$ cat src/hdl/dfe_pkg.sv
package dfe_pkg;

    localparam logic [1:0] CMD_LOAD   = 2'd0;
    localparam logic [1:0] CMD_UP     = 2'd1;
    localparam logic [1:0] CMD_DOWN   = 2'd2;
    localparam logic [1:0] CMD_SELECT = 2'd3;

    localparam logic [1:0] MODE_SPLASH   = 2'd0;
    localparam logic [1:0] MODE_NAVIGATE = 2'd1;
    localparam logic [1:0] MODE_EDIT     = 2'd2;

    localparam logic [1:0] SEL_YEAR  = 2'd0;
    localparam logic [1:0] SEL_MONTH = 2'd1;
    localparam logic [1:0] SEL_DAY   = 2'd2;

    localparam logic [13:0] YEAR_MAX = 14'd9999;

    localparam logic [4:0] MONTH_FIRST = 5'd1;
    localparam logic [4:0] MONTH_LAST  = 5'd12;

    localparam logic [4:0] DAYS_FEB_LEAP = 5'd29;
    localparam logic [4:0] DAYS_FEB      = 5'd28;
    localparam logic [4:0] DAYS_LONG     = 5'd31;
    localparam logic [4:0] DAYS_SHORT    = 5'd30;

    // 2^17 / 25 rounded up: exact for every 14-bit year
    localparam int          DIV25_SHIFT = 17;
    localparam logic [12:0] DIV25_RECIP = 13'd5243;

    typedef struct packed {
        logic [1:0]  command;
        logic [13:0] load_year;
        logic [3:0]  load_month;
        logic [4:0]  load_day;
    } cmd_item_t;

    typedef struct packed {
        logic [1:0]  screen;
        logic [1:0]  cursor;
        logic [13:0] year;
        logic [3:0]  month;
        logic [4:0]  day;
        logic        save;
    } res_item_t;

    typedef struct packed {
        logic [1:0]  mode;
        logic [1:0]  field_sel;
        logic [13:0] year;
        logic [3:0]  month;
        logic [4:0]  day;
    } state_t;

    // gregorian rule; divisibility by 25 from the fraction of y * (2^17 / 25)
    function automatic logic is_leap(input logic [13:0] y);
        logic [26:0] prod;
        logic        div4;
        logic        div16;
        logic        div25;
        prod  = 27'(y) * 27'(DIV25_RECIP);
        div4  = (y[1:0] == 2'd0);
        div16 = (y[3:0] == 4'd0);
        div25 = (prod[DIV25_SHIFT-1:0] < DIV25_SHIFT'(DIV25_RECIP));
        return div4 && (!div25 || div16);
    endfunction

    // zero for a month outside 1..12
    function automatic logic [4:0] month_length(input logic [4:0] m, input logic leap);
        logic [4:0] len;
        unique case (m)
            5'd2:                                   len = leap ? DAYS_FEB_LEAP : DAYS_FEB;
            5'd1, 5'd3, 5'd5, 5'd7, 5'd8, 5'd10, 5'd12: len = DAYS_LONG;
            5'd4, 5'd6, 5'd9, 5'd11:                len = DAYS_SHORT;
            default:                                len = 5'd0;
        endcase
        return len;
    endfunction

endpackage

$ cat src/hdl/dfe_update.sv
module dfe_update (
    input  dfe_pkg::cmd_item_t item,
    input  dfe_pkg::state_t    cur,
    output dfe_pkg::state_t    nxt,
    output logic               save
);

    logic        edit_up;
    logic [13:0] year_ed;
    logic [4:0]  month_ed;
    logic [5:0]  day_ed;
    logic [13:0] norm_year;
    logic [4:0]  norm_month_in;
    logic [5:0]  norm_day_in;
    logic [4:0]  len;
    logic [4:0]  norm_month;
    logic [5:0]  norm_day;

    assign edit_up = (item.command == dfe_pkg::CMD_UP);

    // step the chosen field; month and day keep a carry bit for the overflow case
    always_comb
    begin
        year_ed  = cur.year;
        month_ed = {1'b0, cur.month};
        day_ed   = {1'b0, cur.day};
        unique case (cur.field_sel)
            dfe_pkg::SEL_YEAR:
            begin
                priority if (cur.year > dfe_pkg::YEAR_MAX)
                    year_ed = dfe_pkg::YEAR_MAX;
                else if (edit_up)
                    year_ed = (cur.year < dfe_pkg::YEAR_MAX) ? cur.year + 14'd1
                                                             : dfe_pkg::YEAR_MAX;
                else
                    year_ed = (cur.year != 14'd0) ? cur.year - 14'd1 : 14'd0;
            end
            dfe_pkg::SEL_MONTH:
            begin
                month_ed = edit_up ? month_ed + 5'd1 : {1'b0, cur.month - 4'd1};
            end
            dfe_pkg::SEL_DAY:
            begin
                day_ed = edit_up ? day_ed + 6'd1 : {1'b0, cur.day - 5'd1};
            end
            default:
            begin
                year_ed = cur.year;
            end
        endcase
    end

    // select normalises the stored date as it stands
    always_comb
    begin
        if (item.command == dfe_pkg::CMD_SELECT)
        begin
            norm_year     = cur.year;
            norm_month_in = {1'b0, cur.month};
            norm_day_in   = {1'b0, cur.day};
        end
        else
        begin
            norm_year     = year_ed;
            norm_month_in = month_ed;
            norm_day_in   = day_ed;
        end
    end

    assign len = dfe_pkg::month_length(norm_month_in, dfe_pkg::is_leap(norm_year));

    // day checked against the unwrapped month, then month wrapped
    always_comb
    begin
        norm_day = norm_day_in;
        if (len != 5'd0)
        begin
            priority if (norm_day_in > {1'b0, len})
                norm_day = 6'd1;
            else if (norm_day_in == 6'd0)
                norm_day = {1'b0, len};
        end
        priority if (norm_month_in > dfe_pkg::MONTH_LAST)
            norm_month = dfe_pkg::MONTH_FIRST;
        else if (norm_month_in == 5'd0)
            norm_month = dfe_pkg::MONTH_LAST;
        else
            norm_month = norm_month_in;
    end

    always_comb
    begin
        nxt  = cur;
        save = 1'b0;
        priority if (item.command == dfe_pkg::CMD_LOAD)
        begin
            nxt.year  = item.load_year;
            nxt.month = item.load_month;
            nxt.day   = item.load_day;
        end
        else
        begin
            unique case (cur.mode)
                dfe_pkg::MODE_NAVIGATE:
                begin
                    unique case (item.command)
                        dfe_pkg::CMD_UP:
                            nxt.field_sel = (cur.field_sel == dfe_pkg::SEL_YEAR)
                                            ? dfe_pkg::SEL_DAY : cur.field_sel - 2'd1;
                        dfe_pkg::CMD_DOWN:
                            nxt.field_sel = cur.field_sel[1] ? dfe_pkg::SEL_YEAR
                                                             : cur.field_sel + 2'd1;
                        dfe_pkg::CMD_SELECT:
                            nxt.mode = dfe_pkg::MODE_EDIT;
                        default:
                            nxt.mode = cur.mode;
                    endcase
                end
                dfe_pkg::MODE_EDIT:
                begin
                    nxt.year  = norm_year;
                    nxt.month = norm_month[3:0];
                    nxt.day   = norm_day[4:0];
                    if (item.command == dfe_pkg::CMD_SELECT)
                    begin
                        nxt.mode = dfe_pkg::MODE_NAVIGATE;
                        save     = 1'b1;
                    end
                end
                default:
                begin
                    // splash, and the unused code behaves the same
                    if (item.command == dfe_pkg::CMD_SELECT)
                        nxt.mode = dfe_pkg::MODE_NAVIGATE;
                end
            endcase
        end
    end

endmodule

$ cat src/hdl/date_field_editor_core.sv
// Date field editor: each item is a date load or an up, down or select key press, and
// gives one result with the screen mode, cursor, date and a save strobe. Throughput is
// one item per clock while the result output is not stalled: an item is registered on
// acceptance, and once the result register can take a value a single pass of combinational
// logic updates the mode, cursor and date registers and the result register together, so
// the following item already sees the new state. Items keep flowing while one result
// waits, until both the input and result registers are full.
module date_field_editor_core (
    input  logic               clk,
    input  logic               rst_n,
    input  logic               cmd_valid,
    output logic               cmd_stall,
    input  dfe_pkg::cmd_item_t cmd_item,
    output logic               res_valid,
    input  logic               res_stall,
    output dfe_pkg::res_item_t res_item
);

    logic               in_valid_reg;
    logic               in_valid_next;
    dfe_pkg::cmd_item_t in_item_reg;
    logic               res_valid_reg;
    logic               res_valid_next;
    dfe_pkg::res_item_t res_item_reg;
    dfe_pkg::res_item_t res_item_next;
    dfe_pkg::state_t    state_reg;
    dfe_pkg::state_t    state_next;
    logic               upd_save;
    logic               res_open;
    logic               fire;
    logic               accept;

    assign res_open  = !res_valid_reg || !res_stall;
    assign fire      = in_valid_reg && res_open;
    assign cmd_stall = in_valid_reg && !res_open;
    assign accept    = cmd_valid && !cmd_stall;

    dfe_update u_update (
        .item (in_item_reg),
        .cur  (state_reg),
        .nxt  (state_next),
        .save (upd_save)
    );

    always_comb
    begin
        res_item_next.screen = state_next.mode;
        res_item_next.cursor = state_next.field_sel;
        res_item_next.year   = state_next.year;
        res_item_next.month  = state_next.month;
        res_item_next.day    = state_next.day;
        res_item_next.save   = upd_save;
    end

    always_comb
    begin
        priority if (accept)
            in_valid_next = 1'b1;
        else if (fire)
            in_valid_next = 1'b0;
        else
            in_valid_next = in_valid_reg;

        priority if (fire)
            res_valid_next = 1'b1;
        else if (res_open)
            res_valid_next = 1'b0;
        else
            res_valid_next = res_valid_reg;
    end

    always_ff @(posedge clk or negedge rst_n)
    begin
        if (!rst_n)
        begin
            in_valid_reg  <= 1'b0;
            res_valid_reg <= 1'b0;
            state_reg     <= '0;
        end
        else
        begin
            in_valid_reg  <= in_valid_next;
            res_valid_reg <= res_valid_next;
            if (fire)
                state_reg <= state_next;
        end
    end

    always_ff @(posedge clk)
    begin
        if (accept)
            in_item_reg <= cmd_item;
        if (fire)
            res_item_reg <= res_item_next;
    end

    assign res_valid = res_valid_reg;
    assign res_item  = res_item_reg;

`ifndef NO_ASSERTIONS
    // a waiting result always mirrors the live state
    a_res_matches_state: assert property (@(posedge clk) disable iff (!rst_n)
        res_valid_reg |-> (res_item_reg.screen == state_reg.mode &&
                           res_item_reg.cursor == state_reg.field_sel &&
                           res_item_reg.year == state_reg.year &&
                           res_item_reg.month == state_reg.month &&
                           res_item_reg.day == state_reg.day))
        else $error("result register out of step with state");

    a_save_leaves_edit: assert property (@(posedge clk) disable iff (!rst_n)
        (fire && upd_save) |=> (state_reg.mode == dfe_pkg::MODE_NAVIGATE &&
                                $past(state_reg.mode) == dfe_pkg::MODE_EDIT))
        else $error("save strobe outside an edit exit");

    a_edit_month_wrapped: assert property (@(posedge clk) disable iff (!rst_n)
        (fire && state_reg.mode == dfe_pkg::MODE_EDIT &&
         in_item_reg.command != dfe_pkg::CMD_LOAD)
        |=> (state_reg.month >= 4'd1 && state_reg.month <= 4'd12))
        else $error("month not normalised after edit");

    a_stall_only_when_full: assert property (@(posedge clk) disable iff (!rst_n)
        cmd_stall |-> (in_valid_reg && res_valid_reg))
        else $error("input stalled with room to take an item");
`endif

endmodule

$ cat config.mk
export PLATFORM = sky130hd
export DESIGN_NAME = date_field_editor_core
export DESIGN_NICKNAME = d
export VERILOG_FILES = /design/src/hdl/dfe_pkg.sv /design/src/hdl/dfe_update.sv /design/src/hdl/date_field_editor_core.sv
export SDC_FILE = /design/constraint.sdc
export NUM_CORES = 1
export LEC_CHECK = 0
export BUFFER_PORTS_ARGS = -buffer_cell sky130_fd_sc_hd__clkbuf_2
export CAP_MARGIN = 20
export CORE_MARGIN = 4
export CORE_UTILIZATION = 60
export DETAILED_ROUTE_END_ITERATION = 6
export MAX_ROUTING_LAYER = met4
export PLACE_DENSITY = 0.82
export SYNTH_ARGS = -nofsm -noshare
export SYNTH_HDL_FRONTEND = slang
export SYNTH_SLANG_ARGS = --single-unit
$ cat constraint.sdc
create_clock -name clk -period 18.3 [get_ports clk]
set_input_delay 3.66 -clock clk [delete_from_list [all_inputs] [get_ports clk]]
set_output_delay 3.66 -clock clk [all_outputs]
set_load 0.01 [all_outputs]
* After elaboration in Yosys (flattened, before gate mapping)
Cells that the tools add are included.
** Word-level totals
- Flip-flop bits (word level) :: 82
- Bits in latches :: 0
- Memory bits (writable) :: 0
- Bits in read-only memories :: 0
- Output and inout bits :: 30
- Memories kept :: 0
** Cells by class
- $add $sub $neg :: 8
- Multiply operators :: 1
- Div/mod/pow operators :: 0
- Magnitude comparators :: 5
- Equality and inequality tests :: 19
- Shifts and indexed selects :: 0
- Mux-type cells :: 34
- Bitwise operators :: 1
- Reduce and logical (&&, ||, !) cells :: 24
** Operators by type and width (count)
- 14-bit two-way mux :: 6
- 23-bit two-way mux :: 2
- 5-bit two-way mux :: 6
- 5-bit by 4-bit equality test with 1-bit output, second input constant :: 5
- 5-bit by 3-bit equality test with 1-bit output, second input constant :: 4
- 6-bit two-way mux :: 3
- 17-bit by 13-bit < comparator with 1-bit output, second input constant :: 1
- 14-bit by 13-bit multiplier with 17-bit output, second input constant :: 1
- 5-bit case mux with 3 select lines :: 1
- 14-bit by 1-bit adder with 14-bit output, second input constant :: 1
- 14-bit > comparator, second input constant :: 1
- 14-bit < comparator, second input constant :: 1
- 14-bit nonzero test :: 1
- 14-bit by 1-bit subtractor with 14-bit output, second input constant :: 1
- 2-bit two-way mux :: 6
- 4-bit two-way mux :: 3
- 5-bit by 2-bit equality test with 1-bit output, second input constant :: 2
- 2-bit equality test, second input constant :: 4
- 7-bit OR reduction :: 1
- 5-bit by 1-bit adder with 6-bit output, second input constant :: 1
- 2-bit by 1-bit equality test with 1-bit output, second input constant :: 3
- 6-bit by 5-bit > comparator with 1-bit output :: 1
- 2-bit zero test :: 3
- 6-bit zero test :: 1
- other kinds (19) :: 33

* Longest topological paths before layout
Gate-level depths: netlist (run 1).
- Word-level depth :: 18
- Gate-level depth with buffers :: 40

* By module
A second synthesis (run 1) with hierarchy kept.
** Unflattened totals
- Cells, all modules :: 796
- Area, all modules :: 7758.7 µm²
** Modules (own cells, without submodules)
- dfe_update :: instances 1, cells each 678, area each 4973.5 µm², seq. area each 0.0 µm²
- date_field_editor_core :: instances 1, cells each 118, area each 2785.2 µm², seq. area each 2317.2 µm²

* Worst setup path after synthesis (run 1)
No wires, ideal clock.
- Kind :: register -> register
- Start point :: register in_item_reg[24] (netlist name)
- End point :: register state_reg[1] (netlist name)
- Setup time :: 125 ps
- Arrival :: 8034 ps
- Data required time :: 18175 ps
- Path slack :: 10141 ps
- Cell stages (with the launch flop) :: 40
- Buffers on the path :: 3
- Period minus slack after synthesis :: 8159 ps
- Cells stage by stage :: edfxtp_1 -> inv_1 -> ha_1 -> clkbuf_1 -> buf_1 -> clkbuf_1 -> nand2_1 -> or3_1 -> o31ai_1 -> nand2_1 -> o21ai_1 -> ha_1 -> inv_1 -> fa_1 -> inv_1 -> fa_1 -> ha_1 -> inv_1 -> (+4 left out) -> a221o_1 -> nand2b_1 -> a221oi_1 -> o21bai_1 -> a21oi_1 -> xor2_1 -> a41oi_2 -> ha_1 -> nor2b_1 -> o21a_1 -> o21a_1 -> o21ai_0 -> nand2b_1 -> a21oi_1 -> o21a_1 -> a221oi_1 -> a21oi_1 -> mux2_2
** RTL lines
- from (decl) :: line date_field_editor_core.sv:21 : dfe_pkg::cmd_item_t in_item_reg;
- from (signal assigned) :: line date_field_editor_core.sv:92 : in_item_reg <= cmd_item;
- to (signal assigned) :: line date_field_editor_core.sv:85 : state_reg <= state_next;
- to (decl) :: line date_field_editor_core.sv:26 : dfe_pkg::state_t state_reg;

==> run_results.csv, run 1 <==
group,metric,value,unit
status,outcome,"finished clean",
synthesis,synth_cells,793,
hold_path,worstHoldPathType,"flip-flop to flip-flop",
synthesis,avgSynthCellArea,9.47,µm²
routing,remaining_drc_errors,0,
timing,finalHoldViolations,0,
timing,clock.fmax,106,MHz
critical_path,critPathKind,"flip-flop to flip-flop",
global_route,overflow,0,
timing,drv_slew,0,
critical_path,crit_buf_inv,7,
layout,syn2layout_area_growth,9.73,%
timing,fin_crit,9450,ps
clocking,root_buffer,"clkbuf_16",
clocking,postCtsSetupBuffers,0,
synthesis,syn_nets,946,
run,cap_violations,0,
layout,mostFrequentLayoutCell,"inv_1",
placement,numPortBuffers,58,
floorplanning,dieWidth,120,µm
clocking,clock_sinks,82,
synthesis,synth_ff_type,"edfxtp_1",
timing,worst_pin_slew,1090,ps
layout,multi_input_area,0.00456,mm²
global_route,grt_pass1_vias,6152,
layout,layout-drive-gt1-share,0.133,
clocking,hold_buffers,0,
timing,slew_headroom,0.276,
layout,final_nets,989,
layout,largest_reg_flops,28,
global_route,grt_pass1_wl,30.3,mm
floorplanning,core,0.0121,mm²
routing,vias,5946,
synthesis,synth-edff-count,53,
routing,dr.first_iter.drc_count,459,
clocking,cts_resized,0,
layout,num_antenna_cells,0,
critical_path,startpoint_type,"flip-flop",
critical_path,worst-r2r-setup-slack,8850,ps
critical_path,path_common_cell,"inv_1",
floorplanning,num_rows,40,
critical_path,crit_arrival,9730,ps
critical_path,endpoint_kind,"flip-flop",
synthesis,synth_cell_types,68,
floorplanning,die_h,120,µm
critical_path,cp_slowest_cell,"a22oi_1",
clocking,clk_latency,330,ps
routing,routed_wl,17.7,mm
routing,wl_met1,7.56,mm
clocking,cts_max_level,3,
layout,seq_area,0.00232,mm²
floorplanning,io_pins,59,
timing,setup_viol_count_final,0,
floorplanning,die-area,0.0144,mm²
layout,final_cell_mix,"125 x inv_1, 83 x ha_1, 68 x nand2_1",
critical_path,worstPathMaxFanout,15,
timing,fin_tns_setup,0,ps
clocking,clk_pin_slew,60,ps
routing,wl_met2,8.81,mm
placement,dp_hpwl,13.7,mm
timing,rsz0062_at_grt,"false",
layout,fillers,944,
synthesis,seq_area_frac_synth,0.309,
global_route,antenna_found_initial,0,
timing,finClkSkew,4.90,ps
routing,routed_via_density,5.90,
critical_path,cp.required,18570,ps
routing,wl_per_cell,17.6,µm
clocking,clock_path_buffers,2,
routing,routed.top_layer,"met4",
routing,antenna_left,0,
synthesis,async_reset_ff_frac,0.354,
timing,fin_crit_sh,0.517,
routing,dr.pass1.iters,5,
global_route,grt_max_degree,63,
synthesis,yosys_warnings,0,
synthesis,ys_ff_latch,82,
critical_path,path_delay_family,"compound AO/OA/AOI/OAI gates",
synthesis,synth_area,0.00751,mm²
clocking,numCtsBuffers,9,
global_route,grt_util_all_layers,0.269,
critical_path,slowest_delay,880,ps
routing,wl_met3,849,µm
placement,gp_congestion,0.927,
floorplanning,initial_utilization,0.620,
clocking,cts_tree,"done",
## cells by family after synthesis
family	synth area share
AND/OR/NAND/NOR	0.146
buffers and inverters	0.0845
AO/OA/AOI/OAI	0.124
adder cells (fa/ha/maj)	0.248
flip-flops	0.309
XOR/XNOR	0.0503
multiplexers	0.0392
## final timing paths
kind / from / endpoint / depth (start not counted)
min in group asynchronous: rst_n / state_reg[17] / 1
worst min register to register: in_valid_reg / res_valid / 1
max in group asynchronous: rst_n / state_reg[26] / 1
worst max register to register: state_reg[24] / state_reg[3] / 38
worst max-delay path: state_reg[24] / state_reg[3] / 38
worst min-delay path: in_valid_reg / res_valid / 1
## stage by stage
stage / worst slack (ps) / std cells / hold WS [ps] / util / cell area, µm²
after detailed placement: 9040 / 991 / 493 / 0.651 / 7880
after floorplan: 10140 / 793 / 456 / - / 7510
after CTS: 8970 / 1006 / 508 / 0.677 / 8200
after global placement: 9370 / 991 / 468 / 0.651 / 7880
final: 8850 / 1008 / 509 / 0.680 / 8240
after global routing: 8240 / 1008 / 527 / 0.680 / 8240
## metal layers
metal	GRT usage	vias to the layer above
met4	0.0895	0
li1	-	2801
met2	0.445	251
met5	-	-
met3	0.0349	35
met1	0.346	2859
## cell usage after synthesis, drive strengths merged (4+ instances only)
cell    instances  area (µm²)
nor3           20         105
mux2           19         214
xor2           12         105
o21bai          6        48.8
a21o            8        60.1
a31oi           4        25.0
nor4            5        52.6
nand2          68         255
o21a            4        30.0
a21oi          37         193
buf            14        90.1
nand4          11        75.1
mux2i           8        80.1
ha             83        1040
nand2b         10        62.6
dfrtp          29         726
and3           10        62.6
o21ai          50         250
or4             5        41.3
a22oi           5        37.5
clkbuf         19        71.3
xnor2          26         228
or3             4        25.0
a221oi          6        52.6
and2            5        31.3
nand3          14        70.1
inv           126         473
o31ai           6        45.0
fa             41         821
edfxtp         53        1590
nor2b           9        56.3
nor2           42         158
## area by class of cell
class                   instances  area share
well taps                     168      0.0255
inverters                     126      0.0574
repair buffers                 65      0.0440
clock inverters                 4     0.00926
flip-flops and latches         82       0.281
clock buffers                  11      0.0295
multi-input cells             552       0.553
Power of run 1 is not shown: default switching activity piles up to over one toggle a cycle in this logic, so the estimate is an artifact.
==> run 2, diff against run 1 <==
- clock period: 18.3 -> 9.28 ns (I/O delays scaled with it)
==> run 2 against run 1 <==
Worst hold slack better by 5.2 ps. Die area is the same. Register-to-register slack worse by 8200 ps. Cell area up 0.24%. Clock skew fell by 0.70 ps. Sequential cell count did not move. Critical path type unchanged. Largest cell class unchanged. Highest routed layer unchanged.
==> run_results.csv, run 2 (same netlist as run 1, synthesis figures left out) <==
group,metric,value,unit
routing,remaining_drc_errors,0,
global_route,grt_util_all_layers,0.255,
layout,layout-drive-gt1-share,0.144,
hold_path,worstHoldPathCells,1,
critical_path,critPathKind,"flip-flop to flip-flop",
layout,num_antenna_cells,0,
routing,dr.pass1.iters,5,
floorplanning,num_rows,40,
global_route,grt_pass1_vias,5818,
critical_path,crit_arrival,8930,ps
timing,fin_tns_setup,0,ps
hold_path,worstHoldPathType,"flip-flop to flip-flop",
layout,mostFrequentLayoutCell,"inv_1",
layout,final_cell_mix,"125 x inv_1, 83 x ha_1, 68 x nand2_1",
routing,wl_met1,7.44,mm
layout,largest_reg_flops,28,
critical_path,cp_slowest_cell,"fa_1",
critical_path,cp-startpoint,"state_reg[24]",
global_route,grt_max_degree,49,
placement,numPortBuffers,58,
critical_path,slowest_delay,540,ps
routing,wl_met2,8.87,mm
routing,antenna_left,0,
clocking,clk_pin_slew,60,ps
status,outcome,"finished clean",
floorplanning,die_h,120,µm
timing,fin_crit_sh,0.932,
routing,vias,5804,
floorplanning,core,0.0121,mm²
routing,dr.first_iter.drc_count,447,
routing,wl_met3,669,µm
timing,slew_headroom,0.316,
global_route,overflow,0,
routing,wl_per_cell,17.1,µm
routing,routed_wl,17.4,mm
floorplanning,die-area,0.0144,mm²
timing,rsz0062_at_grt,"false",
critical_path,path_common_cell,"o21ai_0",
clocking,cts_tree,"done",
critical_path,worst-r2r-setup-slack,630,ps
floorplanning,initial_utilization,0.620,
timing,fin_crit,8650,ps
clocking,clk_latency,340,ps
timing,finClkSkew,4.21,ps
clocking,clock_path_buffers,2,
critical_path,r2r_end,"state_reg[4]",
timing,worst_pin_slew,1020,ps
timing,drv_slew,0,
hold_path,min_from,"in_valid_reg",
critical_path,cp.required,9560,ps
global_route,grt_pass1_wl,28.4,mm
critical_path,startpoint_type,"flip-flop",
layout,final_nets,996,
clocking,root_buffer,"clkbuf_16",
global_route,antenna_found_initial,0,
timing,finalHoldViolations,0,
run,cap_violations,0,
clocking,clock_sinks,82,
floorplanning,io_pins,59,
critical_path,reg2reg_from,"state_reg[24]",
clocking,postCtsSetupBuffers,0,
clocking,numCtsBuffers,9,
critical_path,endpoint_kind,"flip-flop",
timing,clock.fmax,116,MHz
critical_path,worstPathMaxFanout,10,
routing,routed.top_layer,"met4",
timing,setup_viol_count_final,0,
critical_path,endpoint,"state_reg[4]",
clocking,cts_max_level,3,
placement,dp_hpwl,13.5,mm
routing,routed_via_density,5.71,
placement,gp_congestion,0.930,
critical_path,reg2regPathDepth,35,
floorplanning,dieWidth,120,µm
layout,syn2layout_area_growth,10.0,%
==> run 2: routing by layer <==
metal | GRT usage | vias to the layer above
met3 | 0.0396 | 34
li1 | - | 2811
met1 | 0.319 | 2821
met5 | - | -
met4 | 0.0823 | 0
met2 | 0.427 | 138
==> run 2: layout make-up <==
class	instances	area (µm²)
clock inverter	7	70.1
inverter	126	473
tap	168	210
multi-input combinational	552	4560
clock buffer	9	225
sequential	82	2320
timing repair buffer	72	403
fill	961	3850
==> run 2: timing repair <==
action,in CTS,in global routing
hold endpoints to repair,0,0
hold buffers,0,0
resized for setup,0,1
endpoints found under the setup margin,0,4
==> run 2: through the flow <==
stage | util | std cells | instance area (µm²) | hold slack [ps] | setup slack (ps)
after floorplan | - | 793 | 7510 | 456 | 1120
after detailed placement | 0.656 | 999 | 7940 | 488 | 553
after CTS | 0.680 | 1015 | 8240 | 506 | 530
final | 0.682 | 1016 | 8260 | 515 | 632
after global placement | 0.656 | 999 | 7940 | 470 | 859
after global routing | 0.682 | 1016 | 8260 | 536 | 169
==> run 2: worst min path at each step <==
stage                     slack (ps)   endpoint
after floorplan                  460  res_valid
after global placement           470  res_valid
after detailed placement         490  res_valid
after CTS                        510  res_valid
after global routing             540  res_valid
final                            510  res_valid
==> run 2: critical path, delay by kind of cell (launching register included) <==
family / cells / cell delay, ps
buffers and inverters: 4 / 430
adder cells (fa/ha/maj): 7 / 2550
flip-flops: 1 / 410
multiplexers: 1 / 180
AND/OR/NAND/NOR: 7 / 1520
AO/OA/AOI/OAI: 15 / 3190
XOR/XNOR: 1 / 270
Power of run 2 is left out for the same reason.
==> run 3, diff against run 2 <==
- CORE_UTILIZATION: 60 -> 31
- PLACE_DENSITY: 0.82 -> 0.49
==> run 3 against run 2 <==
Final cell count increased by 15%. First-iteration DRC count decreased by 21%. Via count shrank 3.2%.
==> run_results.csv, run 3 (same netlist as run 1, synthesis figures left out) <==
group,metric,value,unit
status,outcome,"finished clean",
global_route,grt_pass1_wl,29.8,mm
routing,vias,5618,
run,cap_violations,0,
routing,routed_wl,18.2,mm
critical_path,cp.required,9510,ps
clocking,root_buffer,"clkbuf_16",
global_route,grt_max_degree,50,
routing,dr.first_iter.drc_count,354,
hold_path,min_from,"in_valid_reg",
placement,gp_congestion,0.896,
hold_path,worstHoldPathType,"flip-flop to flip-flop",
critical_path,path_common_cell,"ha_1",
global_route,grt_pass1_vias,5541,
floorplanning,io_pins,59,
routing,dr.pass1.iters,5,
floorplanning,initial_utilization,0.318,
global_route,grt_util_all_layers,0.144,
timing,clock.fmax,116,MHz
clocking,clock_sinks,82,
floorplanning,num_rows,56,
timing,slew_headroom,0.419,
global_route,overflow,0,
layout,syn2layout_area_growth,12.8,%
timing,whs,491,ps
placement,numPortBuffers,58,
clocking,cts_max_level,3,
critical_path,cp_slowest_cell,"fa_1",
critical_path,worstPathMaxFanout,8,
hold_path,min_to,"res_valid",
critical_path,r2r_end,"state_reg[3]",
routing,wl_per_cell,15.6,µm
floorplanning,dieWidth,164,µm
layout,mostFrequentLayoutCell,"inv_1",
clocking,clock_path_buffers,2,
clocking,clk_pin_slew,60,ps
floorplanning,die_h,164,µm
hold_path,worstHoldPathCells,1,
critical_path,slowest_delay,560,ps
clocking,clk_latency,340,ps
floorplanning,die-area,0.0268,mm²
critical_path,crit_arrival,8840,ps
layout,fillers,2463,
layout,final_cell_mix,"125 x inv_1, 82 x ha_1, 68 x nand2_1",
critical_path,endpoint_kind,"flip-flop",
routing,remaining_drc_errors,0,
timing,finClkSkew,5.97,ps
timing,drv_slew,0,
routing,antenna_left,0,
critical_path,reg2regPathDepth,37,
critical_path,critPathKind,"flip-flop to flip-flop",
timing,fin_tns_setup,0,ps
layout,largest_reg_flops,28,
clocking,hold_buffers,0,
clocking,postCtsSetupBuffers,0,
global_route,antenna_found_initial,0,
timing,setup_slack,664,ps
clocking,numCtsBuffers,9,
critical_path,startpoint_type,"flip-flop",
timing,fin_crit,8620,ps
layout,layout-drive-gt1-share,0.148,
placement,dp_hpwl,14.3,mm
layout,num_antenna_cells,0,
timing,worst_pin_slew,871,ps
timing,fin_crit_sh,0.928,
placement,place_ws,682,ps
floorplanning,core,0.0236,mm²
layout,final_nets,998,
critical_path,worst-r2r-setup-slack,660,ps
timing,finalHoldViolations,0,
critical_path,reg2reg_from,"state_reg[9]",
routing,routed_via_density,4.81,
timing,setup_viol_count_final,0,
clocking,cts_tree,"done",
==> run 3: cell types whose count changed in the layout (fill, tap and decap cells not counted), sizes merged <==
| cell | before | now |
|---|---|---|
| clkinvlp | 1 | 2 |
| buf | 14 | 16 |
| inv | 126 | 127 |
| clkinv | 5 | 3 |
==> run 3: repair_timing <==
| action | 4_1_cts | 5_1_grt |
|---|---|---|
| hold endpoints to repair | 0 | 0 |
| gates resized for setup | 0 | 2 |
| endpoints found under the setup margin | 0 | 1 |
==> run 3: per-layer routing <==
layer | track usage | vias up | wire length, µm
li1 | - | 2809 | -
met5 | - | - | 0
met2 | 0.210 | 93 | 8080
met1 | 0.213 | 2703 | 9450
met3 | 0.0237 | 13 | 549
met4 | 0.0229 | 0 | 161
==> run 3: worst max-delay path: cells and delay by family, from the launching register on <==
family | cells | cell delay, ps
simple gates | 8 | 1440
fa+ha+maj | 8 | 2920
xor+xnor | 1 | 280
buf+inv | 5 | 650
mux | 1 | 280
compound gates | 14 | 2420
flops | 1 | 480
==> run 3: layout make-up <==
cell class / instances / area [µm²] / share of cell area
multi-input combinational: 552 / 4560 / 0.539
sequential: 82 / 2320 / 0.274
inverter: 126 / 473 / 0.0558
timing repair buffer: 74 / 414 / 0.0489
tap: 319 / 399 / 0.0471
clock buffer: 9 / 225 / 0.0266
clock inverter: 7 / 78.8 / 0.00931
==> run 3: worst max-delay path by stage <==
stage	startpoint	to	slack, ps	cells past startpoint
floorplan	in_item_reg[24]	state_reg[1]	1120	39
global placement	in_item_reg[24]	state_reg[1]	620	38
detailed placement	state_reg[9]	state_reg[1]	680	36
CTS	state_reg[9]	state_reg[1]	620	37
global route	state_reg[24]	state_reg[3]	-20	38
finish	state_reg[9]	state_reg[3]	660	37
==> run 3: through the flow <==
stage	std cells	utilization	instance area (µm²)
detailed placement	1153	0.346	8160
global route	1169	0.359	8470
floorplan	793	-	7510
global placement	1153	0.346	8160
CTS	1169	0.358	8460
finish	1169	0.359	8470
Power of run 3 is left out for the same reason.
